**src/sv/hbd_pkg.sv**
```systemverilog
// shared types, constants and codes for the hdlc bit destuffing decoder
// no dependencies; imported by every module of the block
package hbd_pkg;

    // largest frame in bytes that the position counter can describe
    localparam int unsigned FRAME_LIMIT = 4095;
    // last output bit position, the counter saturates here
    localparam int unsigned POS_MAX     = FRAME_LIMIT * 8 + 7;
    localparam int unsigned POS_W       = $clog2(POS_MAX + 1);

    localparam int unsigned BYTE_W      = 8;
    localparam int unsigned CFG_W       = 12;
    localparam int unsigned CNT_W       = 12;
    localparam int unsigned STATUS_W    = 2;
    localparam int unsigned RUN_W       = 3;
    // offset of an output bit within the current input byte, 0 to 8
    localparam int unsigned OFS_W       = 4;

    localparam logic [CFG_W-1:0] MAX_FRAME_RESET = CFG_W'(256);

    // ones before a stuffed zero, and bit position a valid flag ends on
    localparam logic [RUN_W-1:0] STUFF_RUN = RUN_W'(5);
    localparam logic [2:0]       FLAG_POS  = 3'd6;

    // results queue depth and the room one request can need
    localparam int unsigned FIFO_DEPTH   = 4;
    localparam int unsigned FIFO_AW      = $clog2(FIFO_DEPTH);
    localparam int unsigned FIFO_CW      = $clog2(FIFO_DEPTH + 1);
    localparam int unsigned MAX_RESULTS  = 2;

    typedef enum logic [STATUS_W-1:0] {
        ST_OK         = 2'd0,
        ST_MISALIGNED = 2'd1,
        ST_OVERFLOW   = 2'd2,
        ST_NO_END     = 2'd3
    } t_status;

    typedef enum logic {
        KIND_DATA   = 1'b0,
        KIND_STATUS = 1'b1
    } t_kind;

    typedef struct packed {
        t_kind              kind;
        logic [BYTE_W-1:0]  data;
        t_status            status;
        logic [CNT_W-1:0]   count;
        logic               last;
    } t_result;

    // results of one input request handed from the decoder to the queue
    typedef struct packed {
        logic [1:0] cnt;
        t_result    res0;
        t_result    res1;
    } t_push;

endpackage

```
**src/sv/hbd_in_if.sv**
```systemverilog
// input channel of the decoder: one stuffed line byte per request
// depends on hbd_pkg for field widths
interface hbd_in_if;
    logic                       valid;
    logic                       ready;
    logic [hbd_pkg::BYTE_W-1:0] stuffed_byte;
    logic                       final_byte;

    modport source (output valid, output stuffed_byte, output final_byte, input ready);
    modport sink   (input valid, input stuffed_byte, input final_byte, output ready);
endinterface

```
**src/sv/hbd_out_if.sv**
```systemverilog
// result channel of the decoder: data bytes and frame end status
// depends on hbd_pkg for field widths
interface hbd_out_if;
    logic                         valid;
    logic                         ready;
    logic                         result_kind;
    logic [hbd_pkg::BYTE_W-1:0]   data_byte;
    logic [hbd_pkg::STATUS_W-1:0] end_status;
    logic [hbd_pkg::CNT_W-1:0]    frame_bytes;
    logic                         run_last;

    modport source (output valid, output result_kind, output data_byte,
                    output end_status, output frame_bytes, output run_last,
                    input ready);
    modport sink   (input valid, input result_kind, input data_byte,
                    input end_status, input frame_bytes, input run_last,
                    output ready);
endinterface

```
**src/sv/hbd_core.sv**
```systemverilog
// input register, frame state and the unrolled eight bit destuffing decision
// depends on hbd_pkg; feeds hbd_res_fifo with up to two results per request
module hbd_core (
    input  logic                        i_clk,
    input  logic                        i_rst_n,
    input  logic                        i_cfg_we,
    input  logic [hbd_pkg::CFG_W-1:0]   i_cfg_wdata,
    input  logic                        i_valid,
    output logic                        o_ready,
    input  logic [hbd_pkg::BYTE_W-1:0]  i_stuffed_byte,
    input  logic                        i_final_byte,
    input  logic                        i_room,
    output hbd_pkg::t_push              o_push
);
    import hbd_pkg::*;

    logic [CFG_W-1:0]  r_max_frame;
    logic              r_in_valid;
    logic [BYTE_W-1:0] r_in_byte;
    logic              r_in_final;
    logic [RUN_W-1:0]  r_ones_run;
    logic              r_drop;
    logic [POS_W-1:0]  r_pos;
    logic [BYTE_W-1:0] r_partial;

    logic [RUN_W-1:0]  n_ones_run;
    logic              n_drop;
    logic [POS_W-1:0]  n_pos;
    logic [BYTE_W-1:0] n_partial;

    logic              advance;
    logic              accept;
    logic [CFG_W-1:0]  limit;
    logic [POS_W-1:0]  limit_bits;
    logic [POS_W-1:0]  lim_diff;
    logic [POS_W-1:0]  max_diff;
    logic [OFS_W-1:0]  head_lim;
    logic [OFS_W-1:0]  head_max;
    logic [POS_W-1:0]  pos_now;

    logic              ended;
    t_status           status;
    logic              byte_emit;
    logic [BYTE_W-1:0] byte_data;
    logic [OFS_W-1:0]  ofs;
    logic [RUN_W-1:0]  run;
    logic              drop;
    logic [BYTE_W-1:0] part;
    logic              flag_seen;
    t_result           res_data;
    t_result           res_stat;

    assign advance = r_in_valid && i_room;
    assign o_ready = !r_in_valid || i_room;
    assign accept  = i_valid && o_ready;

    // limit in force and how far ahead of the current position it lies
    assign limit      = (r_max_frame > CFG_W'(FRAME_LIMIT)) ? CFG_W'(FRAME_LIMIT) : r_max_frame;
    assign limit_bits = POS_W'({limit, 3'b000});
    assign lim_diff   = (limit_bits > r_pos) ? (limit_bits - r_pos) : '0;
    assign max_diff   = POS_W'(POS_MAX) - r_pos;
    assign head_lim   = (lim_diff > POS_W'(9)) ? OFS_W'(9) : OFS_W'(lim_diff);
    assign head_max   = (max_diff > POS_W'(9)) ? OFS_W'(9) : OFS_W'(max_diff);

    // eight dependent bit steps; positions tracked as a small offset
    always_comb begin
        logic       adv;
        logic [2:0] low;
        ended     = 1'b0;
        status    = ST_OK;
        byte_emit = 1'b0;
        byte_data = '0;
        ofs       = '0;
        run       = r_ones_run;
        drop      = r_drop;
        part      = r_partial;
        flag_seen = 1'b0;
        adv       = 1'b0;
        low       = '0;
        for (int i = 0; i < BYTE_W; i++) begin
            adv = 1'b0;
            low = r_pos[2:0] + ofs[2:0];
            if (!ended) begin
                if (r_in_byte[i]) begin
                    if (drop) begin
                        ended     = 1'b1;
                        flag_seen = 1'b1;
                        status    = (low == FLAG_POS) ? ST_OK : ST_MISALIGNED;
                    end else if (ofs >= head_lim) begin
                        ended  = 1'b1;
                        status = ST_OVERFLOW;
                    end else begin
                        part[low] = 1'b1;
                        if (run == STUFF_RUN - RUN_W'(1)) begin
                            drop = 1'b1;
                            run  = '0;
                        end else begin
                            run = run + RUN_W'(1);
                        end
                        adv = 1'b1;
                    end
                end else begin
                    run = '0;
                    if (drop) begin
                        drop = 1'b0;
                    end else begin
                        adv = 1'b1;
                    end
                end
                if (adv && (ofs < head_max)) begin
                    ofs = ofs + OFS_W'(1);
                    low = r_pos[2:0] + ofs[2:0];
                    if (low == 3'd0) begin
                        if (ofs <= head_lim) begin
                            byte_emit = 1'b1;
                            byte_data = part;
                        end
                        part = '0;
                    end
                end
            end
        end
        if (!ended && r_in_final) begin
            ended  = 1'b1;
            status = ST_NO_END;
        end
    end

    assign pos_now = r_pos + POS_W'(ofs);

    always_comb begin
        res_data.kind   = KIND_DATA;
        res_data.data   = byte_data;
        res_data.status = ST_OK;
        res_data.count  = '0;
        res_data.last   = !ended;

        res_stat.kind   = KIND_STATUS;
        res_stat.data   = '0;
        res_stat.status = status;
        res_stat.count  = (flag_seen && (status == ST_OK)) ? CNT_W'(pos_now >> 3) : '0;
        res_stat.last   = 1'b1;

        o_push.res1 = res_stat;
        if (byte_emit) begin
            o_push.res0 = res_data;
        end else begin
            o_push.res0 = res_stat;
        end
        if (!advance) begin
            o_push.cnt = 2'd0;
        end else begin
            o_push.cnt = 2'(byte_emit) + 2'(ended);
        end
    end

    always_comb begin
        if (ended) begin
            n_ones_run = '0;
            n_drop     = 1'b0;
            n_pos      = '0;
            n_partial  = '0;
        end else begin
            n_ones_run = run;
            n_drop     = drop;
            n_pos      = pos_now;
            n_partial  = part;
        end
    end

    always_ff @(posedge i_clk) begin
        if (!i_rst_n) begin
            r_max_frame <= MAX_FRAME_RESET;
            r_in_valid  <= 1'b0;
            r_ones_run  <= '0;
            r_drop      <= 1'b0;
            r_pos       <= '0;
            r_partial   <= '0;
        end else begin
            if (i_cfg_we) begin
                r_max_frame <= i_cfg_wdata;
            end
            if (accept) begin
                r_in_valid <= 1'b1;
            end else if (advance) begin
                r_in_valid <= 1'b0;
            end
            if (advance) begin
                r_ones_run <= n_ones_run;
                r_drop     <= n_drop;
                r_pos      <= n_pos;
                r_partial  <= n_partial;
            end
        end
    end

    always_ff @(posedge i_clk) begin
        if (accept) begin
            r_in_byte  <= i_stuffed_byte;
            r_in_final <= i_final_byte;
        end
    end

endmodule

```
**src/sv/hbd_res_fifo.sv**
```systemverilog
// small queue: takes up to two results a cycle, hands one out on ready
// depends on hbd_pkg for the result and push types
module hbd_res_fifo (
    input  logic                i_clk,
    input  logic                i_rst_n,
    input  hbd_pkg::t_push      i_push,
    output logic                o_room,
    output logic                o_valid,
    input  logic                i_ready,
    output hbd_pkg::t_result    o_res
);
    import hbd_pkg::*;

    t_result            r_mem [FIFO_DEPTH];
    logic [FIFO_AW-1:0] r_wr;
    logic [FIFO_AW-1:0] r_rd;
    logic [FIFO_CW-1:0] r_cnt;
    logic               pop;
    logic [FIFO_AW-1:0] wr_next;

    assign o_room  = r_cnt <= FIFO_CW'(FIFO_DEPTH - MAX_RESULTS);
    assign o_valid = r_cnt != '0;
    assign o_res   = r_mem[r_rd];
    assign pop     = o_valid && i_ready;
    assign wr_next = r_wr + FIFO_AW'(1);

    always_ff @(posedge i_clk) begin
        if (!i_rst_n) begin
            r_wr  <= '0;
            r_rd  <= '0;
            r_cnt <= '0;
        end else begin
            r_wr  <= r_wr + FIFO_AW'(i_push.cnt);
            r_cnt <= r_cnt + FIFO_CW'(i_push.cnt) - FIFO_CW'(pop);
            if (pop) begin
                r_rd <= r_rd + FIFO_AW'(1);
            end
        end
    end

    always_ff @(posedge i_clk) begin
        if (i_push.cnt != 2'd0) begin
            r_mem[r_wr] <= i_push.res0;
        end
        if (i_push.cnt == 2'd2) begin
            r_mem[wr_next] <= i_push.res1;
        end
    end

endmodule

```
**src/sv/hdlc_bit_destuffing_decoder.sv**
```systemverilog
// top level of the hdlc bit destuffing decoder
// depends on hbd_pkg, hbd_in_if, hbd_out_if, hbd_core and hbd_res_fifo
//
// Rebuilds frame bytes from the stuffed line bits that follow an opening
// flag. Each input request carries eight line bits, bit 0 first, plus a
// final_byte mark for the end of the received buffer. After five data ones
// the next zero is dropped as a stuffing bit; a sixth one is the closing
// flag, which is ok only when the output bit position mod 8 is 6 (then
// frame_bytes gives the whole bytes decoded), otherwise misaligned. A data
// one at or past max_frame_bytes gives overflow, and bytes completed past
// the limit are not sent. A buffer that ends without a flag gives no end
// flag. Any status clears the frame state and drops the rest of that input
// byte. Each request yields zero, one or two results (a data byte, then
// possibly a status); run_last marks the last one of the request.
// Timing: one request is taken per cycle; the eight bit decisions are
// combinational between the input register and a four entry results queue,
// so the first result of a request passes the input register and then the
// results queue before it is on the result channel. Input stalls only while
// the queue lacks room for two results, so the sustained rate is bounded by
// the result side taking one result per cycle. max_frame_bytes resets to 256
// and is written through i_cfg_we / i_cfg_wdata; the user must write it only
// while the block is idle, which the block itself does not enforce.
module hdlc_bit_destuffing_decoder (
    input  logic                      i_clk,
    input  logic                      i_rst_n,
    input  logic                      i_cfg_we,
    input  logic [hbd_pkg::CFG_W-1:0] i_cfg_wdata,
    hbd_in_if.sink                    i_in,
    hbd_out_if.source                 o_res
);
    import hbd_pkg::*;

    t_push   push;
    t_result head;
    logic    room;

    // input register, frame state and bit decisions
    hbd_core u_core (
        .i_clk          (i_clk),
        .i_rst_n        (i_rst_n),
        .i_cfg_we       (i_cfg_we),
        .i_cfg_wdata    (i_cfg_wdata),
        .i_valid        (i_in.valid),
        .o_ready        (i_in.ready),
        .i_stuffed_byte (i_in.stuffed_byte),
        .i_final_byte   (i_in.final_byte),
        .i_room         (room),
        .o_push         (push)
    );

    // results wait here so the input side keeps moving under output stalls
    hbd_res_fifo u_fifo (
        .i_clk   (i_clk),
        .i_rst_n (i_rst_n),
        .i_push  (push),
        .o_room  (room),
        .o_valid (o_res.valid),
        .i_ready (o_res.ready),
        .o_res   (head)
    );

    // unpack the queue head onto the result channel
    assign o_res.result_kind = head.kind;
    assign o_res.data_byte   = head.data;
    assign o_res.end_status  = head.status;
    assign o_res.frame_bytes = head.count;
    assign o_res.run_last    = head.last;

endmodule

```
**src/flat_wrapper.sv**
```systemverilog
// flat-port wrapper written by rule: the top's interface ports become plain ports
module hdlc_bit_destuffing_decoder_flat import hbd_pkg::*;
  (i_clk, i_rst_n, i_cfg_we, i_cfg_wdata, i_in_valid, i_in_stuffed_byte, i_in_final_byte, i_in_ready, o_res_valid, o_res_result_kind, o_res_data_byte, o_res_end_status, o_res_frame_bytes, o_res_run_last, o_res_ready);
  hbd_in_if i_in_i ();
  hbd_out_if o_res_i ();
  input  logic i_clk;
  input  logic i_rst_n;
  input  logic i_cfg_we;
  input  logic [hbd_pkg::CFG_W-1:0] i_cfg_wdata;
  input wire logic [$bits(i_in_i.valid)-1:0] i_in_valid;
  input wire logic [$bits(i_in_i.stuffed_byte)-1:0] i_in_stuffed_byte;
  input wire logic [$bits(i_in_i.final_byte)-1:0] i_in_final_byte;
  output wire logic [$bits(i_in_i.ready)-1:0] i_in_ready;
  output wire logic [$bits(o_res_i.valid)-1:0] o_res_valid;
  output wire logic [$bits(o_res_i.result_kind)-1:0] o_res_result_kind;
  output wire logic [$bits(o_res_i.data_byte)-1:0] o_res_data_byte;
  output wire logic [$bits(o_res_i.end_status)-1:0] o_res_end_status;
  output wire logic [$bits(o_res_i.frame_bytes)-1:0] o_res_frame_bytes;
  output wire logic [$bits(o_res_i.run_last)-1:0] o_res_run_last;
  input wire logic [$bits(o_res_i.ready)-1:0] o_res_ready;
  assign i_in_i.valid = i_in_valid;
  assign i_in_i.stuffed_byte = i_in_stuffed_byte;
  assign i_in_i.final_byte = i_in_final_byte;
  assign i_in_ready = i_in_i.ready;
  assign o_res_valid = o_res_i.valid;
  assign o_res_result_kind = o_res_i.result_kind;
  assign o_res_data_byte = o_res_i.data_byte;
  assign o_res_end_status = o_res_i.end_status;
  assign o_res_frame_bytes = o_res_i.frame_bytes;
  assign o_res_run_last = o_res_i.run_last;
  assign o_res_i.ready = o_res_ready;
  hdlc_bit_destuffing_decoder u_core (.i_clk(i_clk), .i_rst_n(i_rst_n), .i_cfg_we(i_cfg_we), .i_cfg_wdata(i_cfg_wdata), .i_in(i_in_i), .o_res(o_res_i));
endmodule
```
**config.mk**
```make
export PLATFORM = sky130hd
export DESIGN_NAME = hdlc_bit_destuffing_decoder_flat
export DESIGN_NICKNAME = d
export VERILOG_FILES = /design/src/sv/hbd_pkg.sv /design/src/sv/hbd_in_if.sv /design/src/sv/hbd_out_if.sv /design/src/sv/hbd_core.sv /design/src/sv/hbd_res_fifo.sv /design/src/sv/hdlc_bit_destuffing_decoder.sv /design/src/flat_wrapper.sv
export SDC_FILE = /design/constraint.sdc
export NUM_CORES = 1
export LEC_CHECK = 0
export BUFFER_PORTS_ARGS = -buffer_cell sky130_fd_sc_hd__buf_2
export CAP_MARGIN = 25
export CORE_MARGIN = 5
export CORE_UTILIZATION = 40
export DETAILED_ROUTE_END_ITERATION = 6
export PLACE_DENSITY_LB_ADDON = 0.2
export SETUP_SLACK_MARGIN = 0.4
export SKIP_CTS_REPAIR_TIMING = 1
export SYNTH_ARGS = -nofsm -noshare
export SYNTH_HDL_FRONTEND = slang
export SYNTH_SLANG_ARGS = --single-unit
```
**constraint.sdc**
```tcl
create_clock -name i_clk -period 34.8 [get_ports i_clk]
set_input_delay 8.7 -clock i_clk [delete_from_list [all_inputs] [get_ports i_clk]]
set_output_delay 8.7 -clock i_clk [all_outputs]
set_load 0.02 [all_outputs]
```
==> results.ini <==
[synthesis]
yosysTopAreaCell=edfxtp_1
synthCells=1702
yosysUniqueCellTypes=102
synthesis.nets=1867
synthArstFlopShare_pct=0
yosysWarningCount=0
synth_top_family_by_area=simple AND/OR/NAND/NOR gates
synth_fa_ha_area_share_pct=12.8
ys_top_cells_by_area=edfxtp_1, dfxtp_1, ha_1, nand2_1, a21oi_1
ys_seq_elements=154
synth_area_sq_um=14500
synth_seq_area_share_pct=25.8
yosysTopAreaCellShare_pct=13.5
synth_edf_count=65
synth_compound_area_share_pct=21.5
synthSimpleGateAreaFrac_pct=22.1
synthXorXnorAreaFrac_pct=5.57
synth_top_flop_cell=dfxtp_1
synthMuxAreaShare_pct=7.63
syn_avg_cell_area_sq_um=8.51

[routing]
dr.pass1.iters=5
wl_per_cell_microns=21.4
drt_iter0_drc=1106
detail-route-antenna-nets=0
vias_per_cell=6.06
drc_errors=0
routed_wl_microns=46800
via_count=13243

[placed_design]
numPortBuffers=51
dp_hpwl_microns=35500
gp_congestion=0.934

[sta]
clock.fmax_mhz=44.6
hold_viol_final=0
finalMaxSlewViolations=0
rsz0062_at_grt=false
min_period_ns=22.44
worst_pin_slew_ns=1.02
slew_headroom_pct=31.6
finalSetupTns_ns=0
setup_viol=0
fin_skew_ns=0.0271
fin_crit_sh_pct=64.5

[clocking]
cts_tree=built
cts_buffers=17
root_buffer=clkbuf_16
clkTransAtPathRegs_ns=0.06
clock_sinks=154
cts_max_level=4
clock_latency_ns=0.45
clock_path_buffers=2

[final_layout]
final_nets=1878
fillers=3566
area_delta_synth_final_pct=8.62
antenna_cells=0
drive_above_1_share_pct=10.1

[status]
status=completed

[global_routing]
grt_pass1_wl_microns=73100
grt_usage_pct=22.7
grt_pass1_vias=12779
overflow=0
antenna_found_initial=2
grt_max_degree=44

[worst_setup_path]
cp-end-kind=flop
critPathSlowestCell=o21ai_0
start_kind=flop
crit_fanout=26
critical_path_required_ns=34.94
path_class=flop to flop
crit_top_cell=ha_1
slowest_delay_ns=0.75
crit_arrival_ns=22.58

[floorplanning]
start_util_pct=40.6
design.core.area_sq_um=35700
die_w_microns=200
rows=69
die_area_sq_um=40100
die_y_microns=200
io_pins=52

[job]
drv_cap=0

[hold_path]
hold_class=flop to flop

registers in the layout (all words and copies together), names as in the netlist, named ones only:
name	cells
u_core.u_fifo.r_mem	96
u_core.u_core.r_pos	15
u_core.u_core.r_max_frame	12
u_core.u_core.r_in_byte	8
u_core.u_core.r_partial	8
u_core.u_core.r_ones_run	3
u_core.u_fifo.r_cnt	3
u_core.u_fifo.r_rd	2
u_core.u_fifo.r_wr	2
u_core.u_core.r_drop	1
u_core.u_core.r_in_final	1
u_core.u_core.r_in_valid	1
routing by layer:
layer	vias to the layer above	global-route usage (%)	wire length, microns
met5	-	0	0
met4	0	6.79	1230
met3	65	2.83	2170
met2	393	37.4	21700
met1	6416	31.3	21800
li1	6369	-	-
layout by cell type, fill, tap and decap left out, drive strengths merged, types with 11 or more instances in the layout:
cell type	instances
nand2	159
nor2	123
o22ai	14
nand3	57
a21boi	21
a22oi	11
inv	97
a211oi	11
ha	124
and2	31
a31oi	28
buf	68
clkbuf	22
a22o	12
o21a	16
mux2i	44
fa	15
and3	21
or2	12
nand4	22
edfxtp	65
a21oi	110
o21ai	106
nand2b	31
nor4	20
mux4	24
xnor2	44
o211ai	14
a21o	15
xor2	19
nor2b	29
nor3	71
dfxtp	89
mux2	11
worst max-delay path: cells and delay by family, from the launching register on:
kind                       cells  cell delay [ns]
buffers and inverters          9             2.21
xor gates and xnor gates       2             0.58
DFF                            1             0.31
and+or+nand+nor               25             6.79
adders and majority gates     10             3.45
muxes                          3             1.06
AOI/OAI and AO/OA             31             7.65
final timing paths:
check	cells past startpoint	slack [ns]	start	to
worst max-delay path	80	12.36	u_core.u_core.r_pos[1]	u_core.u_fifo.r_mem[0][10]
worst min-delay path	2	0.45	u_core.u_fifo.r_mem[3][18]	u_core.u_fifo.r_mem[3][18]
worst max register to register	80	12.36	u_core.u_core.r_pos[1]	u_core.u_fifo.r_mem[0][10]
worst min register to register	2	0.45	u_core.u_fifo.r_mem[3][18]	u_core.u_fifo.r_mem[3][18]
logic make-up (layout without fill, tap and decap cells):
family          count (synthesis)  after routing
simple gates                  626            626
compound gates                463            463
buf+inv                       168            192
flops                         154            154
fa+ha+maj                     139            139
mux                            79             79
xor+xnor                       73             73
Yosys cell counts (all sizes together) (12+ instances only):
cell / number
xor2: 19
a22o: 12
fa: 15
nand3: 57
and2: 31
a31oi: 28
nand4: 22
nor2: 123
dfxtp: 89
clkbuf: 55
nand2: 159
o22ai: 14
a21oi: 110
ha: 124
nor2b: 29
edfxtp: 65
o211ai: 14
nor3: 71
nand2b: 31
a21o: 15
mux4: 24
buf: 21
o21ai: 106
inv: 91
or2: 12
and3: 21
nor4: 20
xnor2: 44
a21boi: 21
mux2i: 44
o21a: 16
layout make-up:
cell class / instances / area (sq um) / area share, %
clock inverters: 10 / 101 / 0.644
flip-flops and latches: 154 / 3730 / 23.7
well taps: 461 / 577 / 3.67
inverters: 92 / 345 / 2.20
repair buffers: 68 / 380 / 2.42
multi-input cells: 1380 / 10100 / 64.2
clock buffers: 22 / 495 / 3.15
per-stage QoR:
stage | area (sq um) | hold WS, ns | std cells | util (%) | setup WS, ns
final | 15700 | 0.447 | 2187 | 44.1 | 12.36
after global routing | 15700 | 0.466 | 2187 | 44.1 | 10.53
after global placement | 15100 | 0.428 | 2154 | 42.4 | 13.55
after CTS | 15700 | 0.446 | 2187 | 44.1 | 12.75
after detailed placement | 15100 | 0.437 | 2155 | 42.4 | 12.81
after floorplan | 14500 | 0.418 | 1702 | - | 15.37
Power is left out: the tool's default activity adds up to more than one toggle a clock period on the data nets, which glitch-free logic cannot reach.
